**src/spc_pkg.sv**
```systemverilog
// Shared types, constants and the sine table of the plasma cell generator.
package spc_pkg;

  // Frame phases, kept together as one word of the phase memory.
  typedef struct packed {
    logic [7:0] col_a;
    logic [7:0] col_b;
    logic [7:0] row_a;
    logic [7:0] row_b;
  } phase_t;

  // The four sine terms of one cell.
  typedef struct packed {
    logic [7:0] row_a;
    logic [7:0] row_b;
    logic [7:0] col_a;
    logic [7:0] col_b;
  } sine_t;

  localparam logic CMD_ADVANCE = 1'b0;
  localparam logic CMD_CELL    = 1'b1;

  // Spatial frequencies.
  localparam logic [7:0] ROW_A_MUL = 8'd4;
  localparam logic [7:0] ROW_B_MUL = 8'd9;
  localparam logic [7:0] COL_A_MUL = 8'd3;
  localparam logic [7:0] COL_B_MUL = 8'd7;

  // Per-frame phase steps; the b phases run backward.
  localparam logic [7:0] COL_A_STEP = 8'd2;
  localparam logic [7:0] COL_B_STEP = 8'd3;
  localparam logic [7:0] ROW_A_STEP = 8'd3;
  localparam logic [7:0] ROW_B_STEP = 8'd5;

  localparam logic [7:0] SINE_ROM [256] = '{
    8'h80, 8'h7d, 8'h7a, 8'h77, 8'h74, 8'h70, 8'h6d, 8'h6a, 8'h67, 8'h64, 8'h61, 8'h5e,
    8'h5b, 8'h58, 8'h55, 8'h52, 8'h4f, 8'h4d, 8'h4a, 8'h47, 8'h44, 8'h41, 8'h3f, 8'h3c,
    8'h39, 8'h37, 8'h34, 8'h32, 8'h2f, 8'h2d, 8'h2b, 8'h28, 8'h26, 8'h24, 8'h22, 8'h20,
    8'h1e, 8'h1c, 8'h1a, 8'h18, 8'h16, 8'h15, 8'h13, 8'h11, 8'h10, 8'h0f, 8'h0d, 8'h0c,
    8'h0b, 8'h0a, 8'h08, 8'h07, 8'h06, 8'h06, 8'h05, 8'h04, 8'h03, 8'h03, 8'h02, 8'h02,
    8'h02, 8'h01, 8'h01, 8'h01, 8'h01, 8'h01, 8'h01, 8'h01, 8'h02, 8'h02, 8'h02, 8'h03,
    8'h03, 8'h04, 8'h05, 8'h06, 8'h06, 8'h07, 8'h08, 8'h0a, 8'h0b, 8'h0c, 8'h0d, 8'h0f,
    8'h10, 8'h11, 8'h13, 8'h15, 8'h16, 8'h18, 8'h1a, 8'h1c, 8'h1e, 8'h20, 8'h22, 8'h24,
    8'h26, 8'h28, 8'h2b, 8'h2d, 8'h2f, 8'h32, 8'h34, 8'h37, 8'h39, 8'h3c, 8'h3f, 8'h41,
    8'h44, 8'h47, 8'h4a, 8'h4d, 8'h4f, 8'h52, 8'h55, 8'h58, 8'h5b, 8'h5e, 8'h61, 8'h64,
    8'h67, 8'h6a, 8'h6d, 8'h70, 8'h74, 8'h77, 8'h7a, 8'h7d, 8'h80, 8'h83, 8'h86, 8'h89,
    8'h8c, 8'h90, 8'h93, 8'h96, 8'h99, 8'h9c, 8'h9f, 8'ha2, 8'ha5, 8'ha8, 8'hab, 8'hae,
    8'hb1, 8'hb3, 8'hb6, 8'hb9, 8'hbc, 8'hbf, 8'hc1, 8'hc4, 8'hc7, 8'hc9, 8'hcc, 8'hce,
    8'hd1, 8'hd3, 8'hd5, 8'hd8, 8'hda, 8'hdc, 8'hde, 8'he0, 8'he2, 8'he4, 8'he6, 8'he8,
    8'hea, 8'heb, 8'hed, 8'hef, 8'hf0, 8'hf1, 8'hf3, 8'hf4, 8'hf5, 8'hf6, 8'hf8, 8'hf9,
    8'hfa, 8'hfa, 8'hfb, 8'hfc, 8'hfd, 8'hfd, 8'hfe, 8'hfe, 8'hfe, 8'hff, 8'hff, 8'hff,
    8'hff, 8'hff, 8'hff, 8'hff, 8'hfe, 8'hfe, 8'hfe, 8'hfd, 8'hfd, 8'hfc, 8'hfb, 8'hfa,
    8'hfa, 8'hf9, 8'hf8, 8'hf6, 8'hf5, 8'hf4, 8'hf3, 8'hf1, 8'hf0, 8'hef, 8'hed, 8'heb,
    8'hea, 8'he8, 8'he6, 8'he4, 8'he2, 8'he0, 8'hde, 8'hdc, 8'hda, 8'hd8, 8'hd5, 8'hd3,
    8'hd1, 8'hce, 8'hcc, 8'hc9, 8'hc7, 8'hc4, 8'hc1, 8'hbf, 8'hbc, 8'hb9, 8'hb6, 8'hb3,
    8'hb1, 8'hae, 8'hab, 8'ha8, 8'ha5, 8'ha2, 8'h9f, 8'h9c, 8'h99, 8'h96, 8'h93, 8'h90,
    8'h8c, 8'h89, 8'h86, 8'h83
  };

endpackage

```
**src/spc_sine_lookup.sv**
```systemverilog
// Table index generation and sine lookup for the four terms of one cell.
module spc_sine_lookup (
  input  spc_pkg::phase_t phase_i,
  input  logic [5:0]      row_i,
  input  logic [6:0]      col_i,
  output spc_pkg::sine_t  sine_o
);
  import spc_pkg::*;

  logic [7:0] idx_row_a;
  logic [7:0] idx_row_b;
  logic [7:0] idx_col_a;
  logic [7:0] idx_col_b;

  // Indices wrap at the table size.
  assign idx_row_a = phase_i.row_a + 8'(16'(row_i) * 16'(ROW_A_MUL));
  assign idx_row_b = phase_i.row_b + 8'(16'(row_i) * 16'(ROW_B_MUL));
  assign idx_col_a = phase_i.col_a + 8'(16'(col_i) * 16'(COL_A_MUL));
  assign idx_col_b = phase_i.col_b + 8'(16'(col_i) * 16'(COL_B_MUL));

  assign sine_o.row_a = SINE_ROM[idx_row_a];
  assign sine_o.row_b = SINE_ROM[idx_row_b];
  assign sine_o.col_a = SINE_ROM[idx_col_a];
  assign sine_o.col_b = SINE_ROM[idx_col_b];

endmodule

```
**src/sine_plasma_cell_generator.sv**
```systemverilog
// Top level of the sine-table plasma cell generator.
//
// Input channel (in_valid_i / in_stall_o): one beat is a command. cmd_i = 1
// asks for the character code of the cell at row_i / col_i; cmd_i = 0 ends
// the frame and steps the four phases, giving no result beat.
// Output channel (out_valid_o / out_stall_i): one beat per cell request,
// cell_value_o, in request order.
// Throughput: one command per cycle while the output does not stall. A cell
// request passes the phase memory read and table lookup in one stage, the
// four-term sum in the next, then the output register.
// The four phases live as one word in a synchronous phase memory. Every
// accepted beat reads it; an advance writes the stepped word back when it
// reaches stage 1. A command accepted on the edge of that write takes the
// new phases from a bypass register instead of the stale read.
// Reset clears the pipeline valids and marks the phase memory as unwritten,
// so phases read as zero until the first advance; no clearing pass is run.
// A stall on the output holds the result; bubbles in front of it still
// fill, and the input stalls only once every stage holds a cell.
module sine_plasma_cell_generator (
  input  logic       clk_i,
  input  logic       rst_ni,
  input  logic       in_valid_i,
  output logic       in_stall_o,
  input  logic       cmd_i,
  input  logic [5:0] row_i,
  input  logic [6:0] col_i,
  output logic       out_valid_o,
  input  logic       out_stall_i,
  output logic [7:0] cell_value_o
);
  import spc_pkg::*;

  // Phase memory, a single word.
  phase_t phase_mem [1];
  logic   mem_ok_q;        // memory written at least once since reset

  // Stage 1: command plus phase read.
  logic       s1_vld_q, s1_vld_d;
  logic       s1_cmd_q;
  logic [5:0] s1_row_q;
  logic [6:0] s1_col_q;
  phase_t     rd_q;
  logic       rd_ok_q;
  logic       fwd_q;
  phase_t     wd_q;

  // Stage 2: sine terms.
  logic       s2_vld_q, s2_vld_d;
  sine_t      s2_sine_q;
  sine_t      sine_w;

  // Output register.
  logic       out_vld_q, out_vld_d;
  logic [7:0] out_val_q;

  logic   out_free, s2_free, s1_free, acc, wr_en;
  phase_t ph_cur, ph_nxt;

  // Each stage moves when the one after it is empty or moving; an advance in stage 1 always leaves it.
  assign out_free = !out_vld_q || !out_stall_i;
  assign s2_free  = !s2_vld_q || out_free;
  assign s1_free  = !s1_vld_q || (s1_cmd_q == CMD_ADVANCE) || s2_free;
  assign acc      = in_valid_i && s1_free;
  assign wr_en    = s1_vld_q && (s1_cmd_q == CMD_ADVANCE);

  assign in_stall_o = !s1_free;

  // Bypass the write that landed with this beat's read.
  always_comb begin
    if (fwd_q) begin
      ph_cur = wd_q;
    end else if (rd_ok_q) begin
      ph_cur = rd_q;
    end else begin
      ph_cur = '0;
    end
  end

  always_comb begin
    ph_nxt.col_a = ph_cur.col_a + COL_A_STEP;
    ph_nxt.col_b = ph_cur.col_b - COL_B_STEP;
    ph_nxt.row_a = ph_cur.row_a + ROW_A_STEP;
    ph_nxt.row_b = ph_cur.row_b - ROW_B_STEP;
  end

  always_ff @(posedge clk_i) begin
    if (wr_en) begin
      phase_mem[0] <= ph_nxt;
    end
    if (acc) begin
      rd_q <= phase_mem[0];
    end
  end

  spc_sine_lookup u_lookup (
    .phase_i (ph_cur),
    .row_i   (s1_row_q),
    .col_i   (s1_col_q),
    .sine_o  (sine_w)
  );

  assign s1_vld_d  = s1_free ? acc : s1_vld_q;
  assign s2_vld_d  = s2_free ? (s1_vld_q && (s1_cmd_q == CMD_CELL)) : s2_vld_q;
  assign out_vld_d = out_free ? s2_vld_q : out_vld_q;

  always_ff @(posedge clk_i or negedge rst_ni) begin
    if (!rst_ni) begin
      s1_vld_q  <= 1'b0;
      s2_vld_q  <= 1'b0;
      out_vld_q <= 1'b0;
      mem_ok_q  <= 1'b0;
      rd_ok_q   <= 1'b0;
      fwd_q     <= 1'b0;
    end else begin
      s1_vld_q  <= s1_vld_d;
      s2_vld_q  <= s2_vld_d;
      out_vld_q <= out_vld_d;
      if (wr_en) begin
        mem_ok_q <= 1'b1;
      end
      if (acc) begin
        rd_ok_q <= mem_ok_q;
        fwd_q   <= wr_en;
      end
    end
  end

  // Payload registers.
  always_ff @(posedge clk_i) begin
    if (acc) begin
      s1_cmd_q <= cmd_i;
      s1_row_q <= row_i;
      s1_col_q <= col_i;
    end
    if (wr_en) begin
      wd_q <= ph_nxt;
    end
    if (s2_free && s1_vld_q && (s1_cmd_q == CMD_CELL)) begin
      s2_sine_q <= sine_w;
    end
    if (out_free && s2_vld_q) begin
      out_val_q <= s2_sine_q.row_a + s2_sine_q.row_b + s2_sine_q.col_a + s2_sine_q.col_b;
    end
  end

  assign out_valid_o  = out_vld_q;
  assign cell_value_o = out_val_q;

endmodule

```
**config.mk**
```make
export PLATFORM = sky130hd
export DESIGN_NAME = sine_plasma_cell_generator
export DESIGN_NICKNAME = d
export VERILOG_FILES = /design/src/spc_pkg.sv /design/src/spc_sine_lookup.sv /design/src/sine_plasma_cell_generator.sv
export SDC_FILE = /design/constraint.sdc
export NUM_CORES = 1
export LEC_CHECK = 0
export ABC_AREA = 1
export BUFFER_PORTS_ARGS = -buffer_cell sky130_fd_sc_hd__buf_2
export CORE_MARGIN = 10
export CORE_UTILIZATION = 52
export CTS_CLUSTER_SIZE = 16
export DETAILED_ROUTE_END_ITERATION = 7
export GPL_ROUTABILITY_DRIVEN = 0
export PLACE_DENSITY = 0.66
export SLEW_MARGIN = 20
export SYNTH_ARGS = -nofsm -noshare
export SYNTH_HDL_FRONTEND = slang
export SYNTH_SLANG_ARGS = --single-unit
```
**constraint.sdc**
```tcl
create_clock -name clk_i -period 9.9 [get_ports clk_i]
set_input_delay 1.98 -clock clk_i [delete_from_list [all_inputs] [get_ports clk_i]]
set_output_delay 1.98 -clock clk_i [all_outputs]
set_load 0.02 [all_outputs]
```
==> metrics <==
status completed; WP buf/inv 5; CP endpoint kind register; FP Rows 61; critical path's largest stage delay 1.12 ns; Final Setup Violations 0; TritonCTS buffer count 17; total wire length 42200 um; clk slew on worst S/H paths 0.06 ns; M1 WL 18400 um; slack of the critical path 4.83 ns; leakage dissipation 7.56 nW; synthesized area per cell 6.75 um^2; predominant post-synthesis flop cell edfxtp_1; Min Clock Period, post-route 5.07 ns; H-tree levels 4; synthesis-stage register bit count 124; Die ar. 0.0357 mm^2; initial core utilization 53.0%; layout cells sized above 1 7.44%; critical path cell sequence buf_4 -> nor2_4 -> a22oi_1 -> inv_1 -> fa_1 -> ha_1 -> inv_1 -> fa_1 -> inv_2 -> or2_2 -> nand2_1 -> nand2_1 -> inv_1 -> o21ai_0 -> nand2_1 -> nand3_1 -> nand3_1 -> nand2_1; antenna viol nets, final 0; met3 routed WL 3720 um; P&R area growth vs syn 3.69%; post-place instance area 0.0148 mm^2; CP max FO 35; total track usage 22.8%; sequential power share 15.3%; Synth Net Count 2343; CP Class register to register; Vias 14900; FF-to-FF path depth 18; met2 WL 19200 um; dpl hpwl 29600 um; via-per-instance ratio 5.87; Hold Path Depth 0; crit path DAT 5.24 ns; utilization after layout 55.0%; part of the cycle the worst path needs 51.2%; drt drc 0; Psw 3.00 mW; cell-internal power 2.40 mW; Gate power share 73.3%; Hold Violations, Final 0; cell mode on critical path nand2_1; CTS resizes 0; CTS tree yes; Min Hold Slack 0.450 ns; # hold bufs at CTS 0; Ports 28; Top delay family on crit path simple AND/OR/NAND/NOR gates; Netlist cell types 60; post-route insts no fill 2543; vias in the first global route 13400; worst-skew pair later-pin latency 0.42 ns; initial antenna violation count 0; drt first pass iters 6; largest net degree at the start of global routing 57; Port Buffers 27; Hold WC Path Type register to register; R2R Setup Slk 4.83 ns; ys async rst share 4.84%; total core area 0.0280 mm^2; multi-input logic area 0.00956 mm^2; Reg2Reg Capture Point s2_sine_q[12]; Post-CTS Setup Bufs 0; clock network fraction of design power 11.4%; average routed wire per standard cell 16.6 um; FF-to-FF Start fwd_q; EDFF count, synth 118; CTS root buffer clkbuf_16; mapped cell area 0.0149 mm^2; Sink Count 124; Power Dens Cells 350 mW/mm^2; cell count after synthesis 2202; placed insts 2512; Top Layer Used met4; Layout Nets 2294; Tot Pwr 5.40 mW; Slew Viols, Final 0; Final Cell Area 0.0154 mm^2; 1st-iter DRT viols 2169; Sw Ratio 55.5%; Setup Total Neg Slack 0 ns; RSZ-0062 raised after global routing no; CP max stage cell fa_1; first-pass GRT wire length 68300 um; Max VDD drop 0.163 mV; # diodes 0; Slew headroom 32.1%; Die H 189 um; Slew @ Worst Pin 1.02 ns; GRT overflow 0; CP startpoint kind register; Yosys Warn Count 0; die width 189 um; sequential fraction of the synthesis area 24.9%; hold path startpoint phase_mem[0][15]; post-place setup slack 4.90 ns; clock buffer depth 2; Filler cells 2727; WHS Endpoint rd_q[15]; register area 0.00369 mm^2; Worst EP required 10.07 ns; Fmax 197 MHz; final setup skew 0.0134 ns; Max Cap Violations 0
==> registers in the layout, indices dropped and copies added, names as in the netlist, 4 cells and up <==
| name | count |
|---|---|
| cell_value_o | 8 |
| phase_mem | 4 |
| rd_q | 32 |
| s1_col_q | 7 |
| s1_row_q | 6 |
| s2_sine_q | 32 |
| wd_q | 28 |
==> power by group through the flow <==
stage          registers (mW)  logic (mW)  clock network (mW)
2_1_floorplan           0.832        3.15                   0
3_3_place_gp            0.834        3.83                   0
3_5_place_dp            0.834        3.85                   0
4_1_cts                 0.825        3.87               0.627
5_1_grt                 0.831        4.43               0.650
6_report                0.824        3.96               0.615
==> placed cells by master (no fill, tap or decap), types with 6 or more instances in the layout <==
cell	n
nand2_1	690
nand3_1	380
inv_1	209
o21ai_0	145
nor2_1	129
edfxtp_1	118
ha_1	86
a21oi_1	44
fa_1	37
o21ai_1	31
xor2_1	27
buf_2	27
nand4_1	25
nand2_2	17
o211ai_1	17
clkbuf_16	17
inv_2	16
buf_4	16
xnor2_1	12
a22o_1	11
or2_2	10
a22oi_2	7
nand3b_1	6
dfrtp_1	6
==> per-layer routing <==
metal,track usage (%),vias up
met1,31.6,6829
met2,36.0,805
met3,3.73,85
li1,-,7196
met4,6.23,0
met5,0,-
==> final cells by class <==
| cell class | count | area share, % |
|---|---|---|
| Inverter | 227 | 5.55 |
| Sequential cell | 124 | 24.0 |
| Clock buffer | 18 | 2.79 |
| Timing Repair Buffer | 43 | 1.66 |
| Clock inverter | 13 | 0.910 |
| Multi-Input combinational cell | 1740 | 62.0 |
| Tap cell | 378 | 3.07 |
==> synthesized netlist by cell type (2+ instances only) <==
| cell type | count | area, um^2 |
|---|---|---|
| nand2_1 | 690 | 2590 |
| nand3_1 | 380 | 1900 |
| inv_1 | 209 | 785 |
| o21ai_0 | 145 | 726 |
| nor2_1 | 131 | 492 |
| edfxtp_1 | 118 | 3540 |
| ha_1 | 86 | 1080 |
| buf_2 | 56 | 280 |
| a21oi_1 | 44 | 220 |
| fa_1 | 37 | 741 |
| o21ai_1 | 31 | 155 |
| buf_6 | 27 | 304 |
| xor2_1 | 27 | 236 |
| nand4_1 | 25 | 156 |
| buf_4 | 20 | 150 |
| nand2_2 | 17 | 106 |
| o211ai_1 | 17 | 128 |
| inv_2 | 16 | 60.1 |
| xnor2_1 | 12 | 105 |
| a22o_1 | 11 | 96.3 |
| or2_2 | 10 | 62.6 |
| a22oi_2 | 7 | 87.6 |
| dfrtp_1 | 6 | 150 |
| nand3b_1 | 6 | 45.0 |
| a21oi_2 | 5 | 43.8 |
| a22oi_1 | 5 | 37.5 |
| clkbuf_1 | 5 | 18.8 |
| nor3_1 | 5 | 25.0 |
| or2_1 | 5 | 31.3 |
| nand3_2 | 4 | 40.0 |
| nor2_2 | 4 | 25.0 |
| nand2_4 | 3 | 33.8 |
| nor3_2 | 3 | 30.0 |
| a21oi_4 | 2 | 32.5 |
| a22o_2 | 2 | 20.0 |
| and2_1 | 2 | 12.5 |
| buf_1 | 2 | 7.51 |
| nor2_4 | 2 | 22.5 |
| o21a_1 | 2 | 15.0 |
| o21ai_2 | 2 | 17.5 |
| or2_0 | 2 | 12.5 |
==> worst max path at each step <==
stage | from | end | slack [ns] | cells after the start
global route | fwd_q | s2_sine_q[12] | 4.42 | 18
floorplan | out_stall_i | rd_q[0] | 5.14 | 5
detailed placement | fwd_q | s2_sine_q[12] | 4.90 | 18
finish | fwd_q | s2_sine_q[12] | 4.83 | 18
global placement | out_stall_i | in_stall_o | 4.94 | 6
CTS | fwd_q | s2_sine_q[12] | 4.88 | 18
==> cells by family (layout without fill, tap and decap cells) <==
group	count (synthesis)	count (layout)	share of synthesized area, %
and+or+nand+nor	1294	1294	38.0
buffers and inverters	338	301	11.0
AOI/OAI and AO/OA	282	282	11.3
DFF	124	124	24.9
adders and majority gates	123	123	12.2
xor gates and xnor gates	41	41	2.59
(Power assumes the default switching activity.)
